[src/sha256_pkg.sv]
// ----------------------------------------------------------------------------
// SHA-256 hasher package
// Word type, request action codes, round constants, initial hash values and
// the round and schedule mixing functions.
// ----------------------------------------------------------------------------
package sha256_pkg;

  typedef logic [31:0] word_t;

  localparam int unsigned BLOCK_WORDS = 16;
  localparam int unsigned HASH_WORDS  = 8;

  localparam logic ACT_ABSORB = 1'b0;
  localparam logic ACT_FINISH = 1'b1;

  localparam logic [7:0] PAD_BYTE = 8'h80;

  function automatic word_t rotr(input word_t x, input int unsigned n);
    rotr = (x >> n) | (x << (32 - n));
  endfunction

  function automatic word_t big_sigma0(input word_t x);
    big_sigma0 = rotr(x, 2) ^ rotr(x, 13) ^ rotr(x, 22);
  endfunction

  function automatic word_t big_sigma1(input word_t x);
    big_sigma1 = rotr(x, 6) ^ rotr(x, 11) ^ rotr(x, 25);
  endfunction

  function automatic word_t small_sigma0(input word_t x);
    small_sigma0 = rotr(x, 7) ^ rotr(x, 18) ^ (x >> 3);
  endfunction

  function automatic word_t small_sigma1(input word_t x);
    small_sigma1 = rotr(x, 17) ^ rotr(x, 19) ^ (x >> 10);
  endfunction

  function automatic word_t sha_iv(input logic [2:0] idx);
    word_t r;
    unique case (idx)
      3'd0: r = 32'h6a09e667;
      3'd1: r = 32'hbb67ae85;
      3'd2: r = 32'h3c6ef372;
      3'd3: r = 32'ha54ff53a;
      3'd4: r = 32'h510e527f;
      3'd5: r = 32'h9b05688c;
      3'd6: r = 32'h1f83d9ab;
      3'd7: r = 32'h5be0cd19;
      default: r = 32'h6a09e667;
    endcase
    sha_iv = r;
  endfunction

  function automatic word_t round_k(input logic [5:0] idx);
    word_t r;
    unique case (idx)
      6'd0:  r = 32'h428a2f98; 6'd1:  r = 32'h71374491;
      6'd2:  r = 32'hb5c0fbcf; 6'd3:  r = 32'he9b5dba5;
      6'd4:  r = 32'h3956c25b; 6'd5:  r = 32'h59f111f1;
      6'd6:  r = 32'h923f82a4; 6'd7:  r = 32'hab1c5ed5;
      6'd8:  r = 32'hd807aa98; 6'd9:  r = 32'h12835b01;
      6'd10: r = 32'h243185be; 6'd11: r = 32'h550c7dc3;
      6'd12: r = 32'h72be5d74; 6'd13: r = 32'h80deb1fe;
      6'd14: r = 32'h9bdc06a7; 6'd15: r = 32'hc19bf174;
      6'd16: r = 32'he49b69c1; 6'd17: r = 32'hefbe4786;
      6'd18: r = 32'h0fc19dc6; 6'd19: r = 32'h240ca1cc;
      6'd20: r = 32'h2de92c6f; 6'd21: r = 32'h4a7484aa;
      6'd22: r = 32'h5cb0a9dc; 6'd23: r = 32'h76f988da;
      6'd24: r = 32'h983e5152; 6'd25: r = 32'ha831c66d;
      6'd26: r = 32'hb00327c8; 6'd27: r = 32'hbf597fc7;
      6'd28: r = 32'hc6e00bf3; 6'd29: r = 32'hd5a79147;
      6'd30: r = 32'h06ca6351; 6'd31: r = 32'h14292967;
      6'd32: r = 32'h27b70a85; 6'd33: r = 32'h2e1b2138;
      6'd34: r = 32'h4d2c6dfc; 6'd35: r = 32'h53380d13;
      6'd36: r = 32'h650a7354; 6'd37: r = 32'h766a0abb;
      6'd38: r = 32'h81c2c92e; 6'd39: r = 32'h92722c85;
      6'd40: r = 32'ha2bfe8a1; 6'd41: r = 32'ha81a664b;
      6'd42: r = 32'hc24b8b70; 6'd43: r = 32'hc76c51a3;
      6'd44: r = 32'hd192e819; 6'd45: r = 32'hd6990624;
      6'd46: r = 32'hf40e3585; 6'd47: r = 32'h106aa070;
      6'd48: r = 32'h19a4c116; 6'd49: r = 32'h1e376c08;
      6'd50: r = 32'h2748774c; 6'd51: r = 32'h34b0bcb5;
      6'd52: r = 32'h391c0cb3; 6'd53: r = 32'h4ed8aa4a;
      6'd54: r = 32'h5b9cca4f; 6'd55: r = 32'h682e6ff3;
      6'd56: r = 32'h748f82ee; 6'd57: r = 32'h78a5636f;
      6'd58: r = 32'h84c87814; 6'd59: r = 32'h8cc70208;
      6'd60: r = 32'h90befffa; 6'd61: r = 32'ha4506ceb;
      6'd62: r = 32'hbef9a3f7; 6'd63: r = 32'hc67178f2;
      default: r = 32'h428a2f98;
    endcase
    round_k = r;
  endfunction

endpackage

[src/sha256_byte_stream_hasher.sv]
// Absorb: the request that fills a block starts a compression, in order hash reads,
//   a schedule prefetch, the rounds and the hash write-backs.
// Finish: the padding words are written, one or two compressions run, then each digest
//   word is read from the hash memory and held back while the output stalls.
// Throughput: one byte per cycle between blocks; no byte is taken while a block compresses.
// Reset: control clears; hash memory reads as initial values via a flag until written.
// ----------------------------------------------------------------------------
// SHA-256 byte stream hasher
// Byte-wide absorb into a 16-word block memory, one round per cycle
// compression against an 8-word chaining hash memory, digest read out word
// by word.
// ----------------------------------------------------------------------------
module sha256_byte_stream_hasher (
  input  logic                 clk,
  input  logic                 rst_n,
  input  logic                 in_valid,
  output logic                 in_ready,
  input  logic                 in_action,
  input  logic [7:0]           in_data_byte,
  output logic                 out_valid,
  input  logic                 out_ready,
  output sha256_pkg::word_t    out_digest_word,
  output logic [2:0]           out_word_index,
  output logic                 out_last_word
);
  import sha256_pkg::*;

  localparam logic [3:0] S_IDLE  = 4'd0;
  localparam logic [3:0] S_PAD0  = 4'd1;
  localparam logic [3:0] S_PADZ  = 4'd2;
  localparam logic [3:0] S_LOAD  = 4'd3;
  localparam logic [3:0] S_PRE   = 4'd4;
  localparam logic [3:0] S_ROUND = 4'd5;
  localparam logic [3:0] S_FINAL = 4'd6;
  localparam logic [3:0] S_OREAD = 4'd7;
  localparam logic [3:0] S_OLOAD = 4'd8;

  localparam logic [1:0] RET_IDLE = 2'd0;
  localparam logic [1:0] RET_PAD  = 2'd1;
  localparam logic [1:0] RET_OUT  = 2'd2;

  // control
  logic [3:0]  state_r, state_nxt;
  logic [1:0]  ret_r, ret_nxt;
  logic [5:0]  cnt_r, cnt_nxt;
  logic [5:0]  fill_r, fill_nxt;
  logic [60:0] count_r, count_nxt;
  logic [3:0]  pad_idx_r, pad_idx_nxt;
  logic        extra_r, extra_nxt;
  logic        hash_iv_r, hash_iv_nxt;
  logic [2:0]  oidx_r, oidx_nxt;
  logic        out_valid_r, out_valid_nxt;

  // datapath
  logic [23:0] asm_r;
  word_t       v_r [HASH_WORDS];
  word_t       w_r [BLOCK_WORDS];
  word_t       wk_r;
  word_t       out_word_r;
  logic [2:0]  out_idx_r;
  logic        out_last_r;

  // memories
  word_t       buf_mem  [BLOCK_WORDS];
  word_t       hash_mem [HASH_WORDS];
  word_t       buf_rd_r, hash_rd_r;
  logic        buf_we, hash_we;
  logic [3:0]  buf_waddr, buf_raddr;
  logic [2:0]  hash_waddr, hash_raddr;
  word_t       buf_wdata, hash_wdata;

  logic        in_acc, out_acc, absorb_acc, finish_acc;
  logic        out_load;
  word_t       pad_word, sched_w, next_w;
  word_t       t1, t2;
  logic [63:0] bit_len;
  logic [5:0]  cnt_m1;

  assign in_ready   = (state_r == S_IDLE);
  assign in_acc     = in_valid & in_ready;
  assign absorb_acc = in_acc & (in_action == ACT_ABSORB);
  assign finish_acc = in_acc & (in_action != ACT_ABSORB);
  assign out_acc    = out_valid_r & out_ready;
  assign out_load   = (state_r == S_OLOAD) & (~out_valid_r | out_ready);

  assign bit_len = {count_r, 3'b000};
  assign cnt_m1  = cnt_r - 6'd1;

  // partial word closed with the pad marker
  always_comb begin
    unique case (fill_r[1:0])
      2'd0: pad_word = {PAD_BYTE, 24'h0};
      2'd1: pad_word = {asm_r[7:0], PAD_BYTE, 16'h0};
      2'd2: pad_word = {asm_r[15:0], PAD_BYTE, 8'h0};
      2'd3: pad_word = {asm_r[23:0], PAD_BYTE};
      default: pad_word = {PAD_BYTE, 24'h0};
    endcase
  end

  // schedule for word t+1: window holds W[t-15..t]
  assign sched_w = small_sigma1(w_r[14]) + w_r[9] + small_sigma0(w_r[1]) + w_r[0];
  assign next_w  = (cnt_r < 6'd15) ? buf_rd_r : sched_w;

  assign t1 = v_r[7] + big_sigma1(v_r[4]) + ((v_r[4] & v_r[5]) ^ (~v_r[4] & v_r[6])) + wk_r;
  assign t2 = big_sigma0(v_r[0]) + ((v_r[0] & v_r[1]) ^ (v_r[0] & v_r[2]) ^ (v_r[1] & v_r[2]));

  // memory ports
  always_comb begin
    buf_we     = 1'b0;
    buf_waddr  = fill_r[5:2];
    buf_wdata  = {asm_r, in_data_byte};
    buf_raddr  = 4'd0;
    hash_we    = 1'b0;
    hash_waddr = cnt_m1[2:0];
    hash_wdata = hash_rd_r + v_r[0];
    hash_raddr = cnt_r[2:0];
    unique case (state_r)
      S_IDLE: begin
        buf_we = absorb_acc & (fill_r[1:0] == 2'd3);
      end
      S_PAD0: begin
        buf_we    = 1'b1;
        buf_wdata = pad_word;
      end
      S_PADZ: begin
        buf_we    = 1'b1;
        buf_waddr = pad_idx_r;
        if (!extra_r && pad_idx_r == 4'd14) begin
          buf_wdata = bit_len[63:32];
        end else if (!extra_r && pad_idx_r == 4'd15) begin
          buf_wdata = bit_len[31:0];
        end else begin
          buf_wdata = '0;
        end
      end
      S_LOAD:  buf_raddr = 4'd0;
      S_PRE:   buf_raddr = 4'd1;
      S_ROUND: buf_raddr = cnt_r[3:0] + 4'd2;
      S_FINAL: hash_we = (cnt_r != 6'd0);
      S_OREAD: hash_raddr = oidx_r;
      S_OLOAD: hash_raddr = oidx_r;
      default: buf_we = 1'b0;
    endcase
  end

  always_ff @(posedge clk) begin
    if (buf_we) begin
      buf_mem[buf_waddr] <= buf_wdata;
    end
    buf_rd_r <= buf_mem[buf_raddr];
  end

  always_ff @(posedge clk) begin
    if (hash_we) begin
      hash_mem[hash_waddr] <= hash_wdata;
    end
    hash_rd_r <= hash_iv_r ? sha_iv(hash_raddr) : hash_mem[hash_raddr];
  end

  // sequencer
  always_comb begin
    state_nxt     = state_r;
    ret_nxt       = ret_r;
    cnt_nxt       = cnt_r;
    fill_nxt      = fill_r;
    count_nxt     = count_r;
    pad_idx_nxt   = pad_idx_r;
    extra_nxt     = extra_r;
    hash_iv_nxt   = hash_iv_r;
    oidx_nxt      = oidx_r;
    out_valid_nxt = out_valid_r & ~out_acc;
    unique case (state_r)
      S_IDLE: begin
        if (absorb_acc) begin
          fill_nxt  = fill_r + 6'd1;
          count_nxt = count_r + 61'd1;
          if (fill_r == 6'd63) begin
            state_nxt = S_LOAD;
            ret_nxt   = RET_IDLE;
            cnt_nxt   = '0;
          end
        end else if (finish_acc) begin
          state_nxt = S_PAD0;
        end
      end
      S_PAD0: begin
        if (fill_r[5:2] == 4'd15) begin
          // marker in the last word: the length goes into a second block
          state_nxt   = S_LOAD;
          ret_nxt     = RET_PAD;
          cnt_nxt     = '0;
          extra_nxt   = 1'b0;
          pad_idx_nxt = '0;
        end else begin
          state_nxt   = S_PADZ;
          extra_nxt   = (fill_r[5:3] == 3'd7);
          pad_idx_nxt = fill_r[5:2] + 4'd1;
        end
      end
      S_PADZ: begin
        pad_idx_nxt = pad_idx_r + 4'd1;
        if (pad_idx_r == 4'd15) begin
          state_nxt = S_LOAD;
          cnt_nxt   = '0;
          extra_nxt = 1'b0;
          ret_nxt   = extra_r ? RET_PAD : RET_OUT;
        end
      end
      S_LOAD: begin
        cnt_nxt = cnt_r + 6'd1;
        if (cnt_r == 6'd8) begin
          state_nxt = S_PRE;
          cnt_nxt   = '0;
        end
      end
      S_PRE: begin
        state_nxt = S_ROUND;
      end
      S_ROUND: begin
        cnt_nxt = cnt_r + 6'd1;
        if (cnt_r == 6'd63) begin
          state_nxt = S_FINAL;
          cnt_nxt   = '0;
        end
      end
      S_FINAL: begin
        cnt_nxt = cnt_r + 6'd1;
        if (cnt_r == 6'd8) begin
          hash_iv_nxt = 1'b0;
          cnt_nxt     = '0;
          oidx_nxt    = '0;
          unique case (ret_r)
            RET_PAD: state_nxt = S_PADZ;
            RET_OUT: state_nxt = S_OREAD;
            default: state_nxt = S_IDLE;
          endcase
        end
      end
      S_OREAD: begin
        state_nxt = S_OLOAD;
      end
      S_OLOAD: begin
        if (out_load) begin
          out_valid_nxt = 1'b1;
          oidx_nxt      = oidx_r + 3'd1;
          if (oidx_r == 3'd7) begin
            // message done: fresh chaining value for the next one
            state_nxt   = S_IDLE;
            hash_iv_nxt = 1'b1;
            fill_nxt    = '0;
            count_nxt   = '0;
          end else begin
            state_nxt = S_OREAD;
          end
        end
      end
      default: state_nxt = S_IDLE;
    endcase
  end

  always_ff @(posedge clk) begin
    if (!rst_n) begin
      state_r     <= S_IDLE;
      ret_r       <= RET_IDLE;
      cnt_r       <= '0;
      fill_r      <= '0;
      count_r     <= '0;
      pad_idx_r   <= '0;
      extra_r     <= 1'b0;
      hash_iv_r   <= 1'b1;
      oidx_r      <= '0;
      out_valid_r <= 1'b0;
    end else begin
      state_r     <= state_nxt;
      ret_r       <= ret_nxt;
      cnt_r       <= cnt_nxt;
      fill_r      <= fill_nxt;
      count_r     <= count_nxt;
      pad_idx_r   <= pad_idx_nxt;
      extra_r     <= extra_nxt;
      hash_iv_r   <= hash_iv_nxt;
      oidx_r      <= oidx_nxt;
      out_valid_r <= out_valid_nxt;
    end
  end

  // datapath registers
  always_ff @(posedge clk) begin
    if (absorb_acc) begin
      asm_r <= {asm_r[15:0], in_data_byte};
    end
    unique case (state_r)
      S_LOAD: begin
        if (cnt_r != 6'd0) begin
          for (int i = 0; i < HASH_WORDS - 1; i++) begin
            v_r[i] <= v_r[i+1];
          end
          v_r[HASH_WORDS-1] <= hash_rd_r;
        end
      end
      S_PRE: begin
        for (int i = 0; i < BLOCK_WORDS - 1; i++) begin
          w_r[i] <= w_r[i+1];
        end
        w_r[BLOCK_WORDS-1] <= buf_rd_r;
        wk_r <= buf_rd_r + round_k(6'd0);
      end
      S_ROUND: begin
        for (int i = 0; i < BLOCK_WORDS - 1; i++) begin
          w_r[i] <= w_r[i+1];
        end
        w_r[BLOCK_WORDS-1] <= next_w;
        wk_r   <= next_w + round_k(cnt_r + 6'd1);
        v_r[7] <= v_r[6];
        v_r[6] <= v_r[5];
        v_r[5] <= v_r[4];
        v_r[4] <= v_r[3] + t1;
        v_r[3] <= v_r[2];
        v_r[2] <= v_r[1];
        v_r[1] <= v_r[0];
        v_r[0] <= t1 + t2;
      end
      S_FINAL: begin
        if (cnt_r != 6'd0) begin
          for (int i = 0; i < HASH_WORDS - 1; i++) begin
            v_r[i] <= v_r[i+1];
          end
        end
      end
      default: begin
      end
    endcase
    if (out_load) begin
      out_word_r <= hash_rd_r;
      out_idx_r  <= oidx_r;
      out_last_r <= (oidx_r == 3'd7);
    end
  end

  assign out_valid       = out_valid_r;
  assign out_digest_word = out_word_r;
  assign out_word_index  = out_idx_r;
  assign out_last_word   = out_last_r;

endmodule

[config.mk]
export PLATFORM = sky130hd
export DESIGN_NAME = sha256_byte_stream_hasher
export DESIGN_NICKNAME = d
export VERILOG_FILES = /design/src/sha256_pkg.sv /design/src/sha256_byte_stream_hasher.sv
export SDC_FILE = /design/constraint.sdc
export NUM_CORES = 2
export LEC_CHECK = 0
export BUFFER_PORTS_ARGS = -buffer_cell sky130_fd_sc_hd__buf_2
export CORE_ASPECT_RATIO = 0.6
export CORE_UTILIZATION = 55
export DETAILED_ROUTE_END_ITERATION = 10
export PLACE_DENSITY = 0.7
export SLEW_MARGIN = 10
export SYNTH_ARGS = -nofsm -noshare
export SYNTH_HDL_FRONTEND = slang
export SYNTH_SLANG_ARGS = --single-unit
export TNS_END_PERCENT = 30
[constraint.sdc]
create_clock -name clk -period 45.9 [get_ports clk]
set_clock_uncertainty 0.1 [all_clocks]
set_input_delay 9.18 -clock clk [delete_from_list [all_inputs] [get_ports clk]]
set_output_delay 9.18 -clock clk [all_outputs]
set_load 0.03 [all_outputs]
==> summary.txt <==
Global routing
  – Antenna violations before repair: 17
  – Via count of the first global-routing pass: between 50000 and 60000
  – Overflow left after global routing: 0
  – Wire length of the first global-routing pass: 344000 um
  – Global Route Usage Sum: between 20 and 30%
  – Pin count of the biggest net entering global routing: 94

Flow run
  – Max_cap viols: 0

Worst setup path
  – Total buffers and inverters traversed by the critical path: 1
  – Data arrival time of the critical path: 2.15 ns
  – Worst Path Required: 36.62 ns
  – Largest fanout on the critical path: 16
  – Slowest CP cell: sky130_fd_sc_hd__nor4_4
  – Type of element capturing the critical path: output pin
  – Number of logic stages on the critical path including buffering: 2
  – List of cells traversed by the critical path: nor4_4 -> buf_2
  – Depth of the most critical reg-to-reg path: 30
  – CP top delay family: simple AND/OR/NAND/NOR gates
  – Crit Path Class: reg2out
  – Setup slack of the most critical reg-to-reg path: 37.20 ns
  – Delay of the slowest cell on the worst path: 0.54 ns
  – Worst setup SP type: flip-flop

Synthesis
  – Cell variety after synth: 89
  – Share of flip-flops with an asynchronous set or reset after synthesis: 0%
  – Cell count after synthesis: 6660
  – Yosys top cell area share: ~57%
  – Top-count cell post-synth: sky130_fd_sc_hd__edfxtp_1
  – Syn nets: 7057
  – Synth warnings: 0
  – Seq/Total Area, Yosys: 60.4%
  – Top area cells in the synthesized netlist: sky130_fd_sc_hd__edfxtp_1 57%, sky130_fd_sc_hd__mux4_2 5.3%, sky130_fd_sc_hd__nand2_1 4.4%
  – Post-Synthesis Mean Instance Area: 12.9 um2
  – Leading register cell type out of synthesis: sky130_fd_sc_hd__edfxtp_1
  – Number of enable-type register cells in the synthesized netlist: 1628
  – Post-Syn Area: 86000 um2
  – Area leader, netlist: sky130_fd_sc_hd__edfxtp_1
  – Seq cells post-synth: 1781
  – Commonest cells post-synth: 1628 x sky130_fd_sc_hd__edfxtp_1, 998 x sky130_fd_sc_hd__nand2_1, 366 x sky130_fd_sc_hd__inv_1

Clocking
  – Bufs on Longest Clock Path: 3
  – Hold buffer count at CTS: 0
  – Clock tree sinks: 1781
  – Level count of the clock H-tree: 4
  – TritonCTS clock tree: done
  – Number of CTS-inserted buffers: 160
  – Clock insertion delay at the later pin of the skew report: roughly 0.84 ns
  – Post-CTS setup repair buffer count: 0
  – Clock root cell: sky130_fd_sc_hd__clkbuf_16
  – Quantity of gates resized following cts: 0
  – Clock transition time at the flip-flop clock pins of the worst setup and hold paths: 0.06 ns

Timing
  – RSZ-0062 raised after global routing: no
  – Fin crit share: 24.9%
  – Actual transition at the worst max-transition pin: 1.32 ns
  – Worst setup slack after layout: between 30 and 40 ns
  – Slew Viols, Final: 0
  – Tightest hold margin: about 0.31 ns
  – Worst slew margin relative to its limit: 11.3%
  – Final-layout setup total negative slack: 0 ns
  – Final Critical Period: roughly 11 ns
  – Max frequency: 87.5 MHz
  – Final Hold Vio Count: 0
  – Final number of setup-violating endpoints: 0

Detailed routing
  – Via count of the routed design: between 50000 and 60000
  – First-pass DRT Iterations: 8
  – DRC violations left: 0
  – Detail Route Antenna Nets: 0
  – Mean number of vias per cell: roughly 6.3
  – Initial detailed-routing violation count: 8666
  – Average routed wire per standard cell: 27.0 um
  – Sum of routed wire length over all layers: 237000 um

Place
  – HPWL Detailed: 166000 um
  – Port bufs: 50
  – RD Place Congestion: 1.01
  – Post-placement worst setup slack: ~34 ns

Power and ir drop
  – Pleak: 0.0339 uW
  – Worst ir drop on vdd: approximately 0.058 mV
  – Design Power: 6270 uW
  – P per Cell Area: 66.8 nW/um2

Final layout
  – Net count, final: around 7000
  – Number of filler instances in the final layout: 12000
  – Area growth, synth to finish: 9.06%
  – Layout cells sized above 1: about 10%

Die
  – Initial core utilization: 55.4%
  – Chip height: 308 um
  – Number of rows in the core area: 112
  – I/O pins: 51
  – Die Width: 513 um
  – Floorplan core area: 155000 um2
  – Die Area: approximately 160000 um2

Hold path
  – Hold Path Class: reg2reg
  – Worst hold path cell count: 0

Run status
  – Status: finished, final reports clean
## area by class of cell
class	instances	area [um2]	area share [%]
Clock buffer	195	4190	4.46
Sequential cell	1781	52000	55.4
Multi-Input combinational cell	4165	31700	33.8
Clock inverter	98	1120	1.19
Tap cell	2052	2570	2.74
Antenna cell	1	2.50	0.00267
Inverter	370	1390	1.48
Timing Repair Buffer	132	878	0.936
## layout by cell type, fill, tap and decap left out, types with 75 or more instances in the layout
cell,Yosys,final
sky130_fd_sc_hd__nor2_1,316,293
sky130_fd_sc_hd__a31oi_1,85,85
sky130_fd_sc_hd__nand3_1,86,86
sky130_fd_sc_hd__xnor2_1,309,305
sky130_fd_sc_hd__nand2_1,998,996
sky130_fd_sc_hd__a21o_1,127,127
sky130_fd_sc_hd__a211oi_1,85,85
sky130_fd_sc_hd__xor2_1,183,180
sky130_fd_sc_hd__nor3_1,81,75
sky130_fd_sc_hd__clkbuf_16,0,161
sky130_fd_sc_hd__buf_4,3,81
sky130_fd_sc_hd__dfxtp_1,153,151
sky130_fd_sc_hd__o21ai_0,318,318
sky130_fd_sc_hd__fa_1,159,159
sky130_fd_sc_hd__a21oi_1,297,296
sky130_fd_sc_hd__mux4_2,203,203
sky130_fd_sc_hd__ha_1,225,224
sky130_fd_sc_hd__inv_1,366,366
sky130_fd_sc_hd__edfxtp_1,1628,1628
## sequential cells by signal, summed over array words and instances (netlist names), 3 cells and up
name             flops
wk_r                32
count_r             61
cnt_r                6
v_r                256
w_r                512
pad_idx_r            4
hash_rd_r           32
buf_mem            512
oidx_r               3
out_word_index       3
buf_rd_r            32
state_r              4
hash_mem           256
fill_r               6
asm_r               24
out_digest_word     32
## cells by family (layout without fill, tap and decap cells)
family	count (synthesis)	after routing	synth area share [%]
simple gates	1789	1789	9.12
flops	1781	1781	60.4
compound gates	1220	1220	9.00
xor+xnor	495	495	5.09
mux	273	273	6.20
buf+inv	714	795	3.19
fa+ha+maj	388	388	7.02
other cells	0	1	0
## layer usage
metal	global-route usage [%]	wire, um	vias up
li1	-	-	24200
met1	47.7	105000	27600
met2	38.5	91800	3277
met3	11.1	36600	301
met4	5.67	3950	12
met5	0.639	202	-
## worst paths after layout
check               from          end
max           state_r[3]     in_ready
min          w_r[0][161]  w_r[0][129]
max reg2reg  v_r[0][155]   v_r[0][31]
min reg2reg  w_r[0][161]  w_r[0][129]
## through the flow
stage | instances | util [%] | area, um2
after floorplan | 6660 | - | 86000
after global placement | 8500 | 57.0 | 88500
after detailed placement | 8500 | 57.0 | 88500
after CTS | 8793 | 60.4 | 93800
after global routing | 8794 | 60.4 | 93800
final | 8794 | 60.4 | 93800
## report_power, final
part | switching (uW) | total [uW] | internal (uW)
clock | 628 | 1370 | 741
sequential | 108 | 2140 | 2030
combinational | 1750 | 2760 | 1010
total | 2480 | 6270 | 3780
Power figures use the tool's default switching activity.
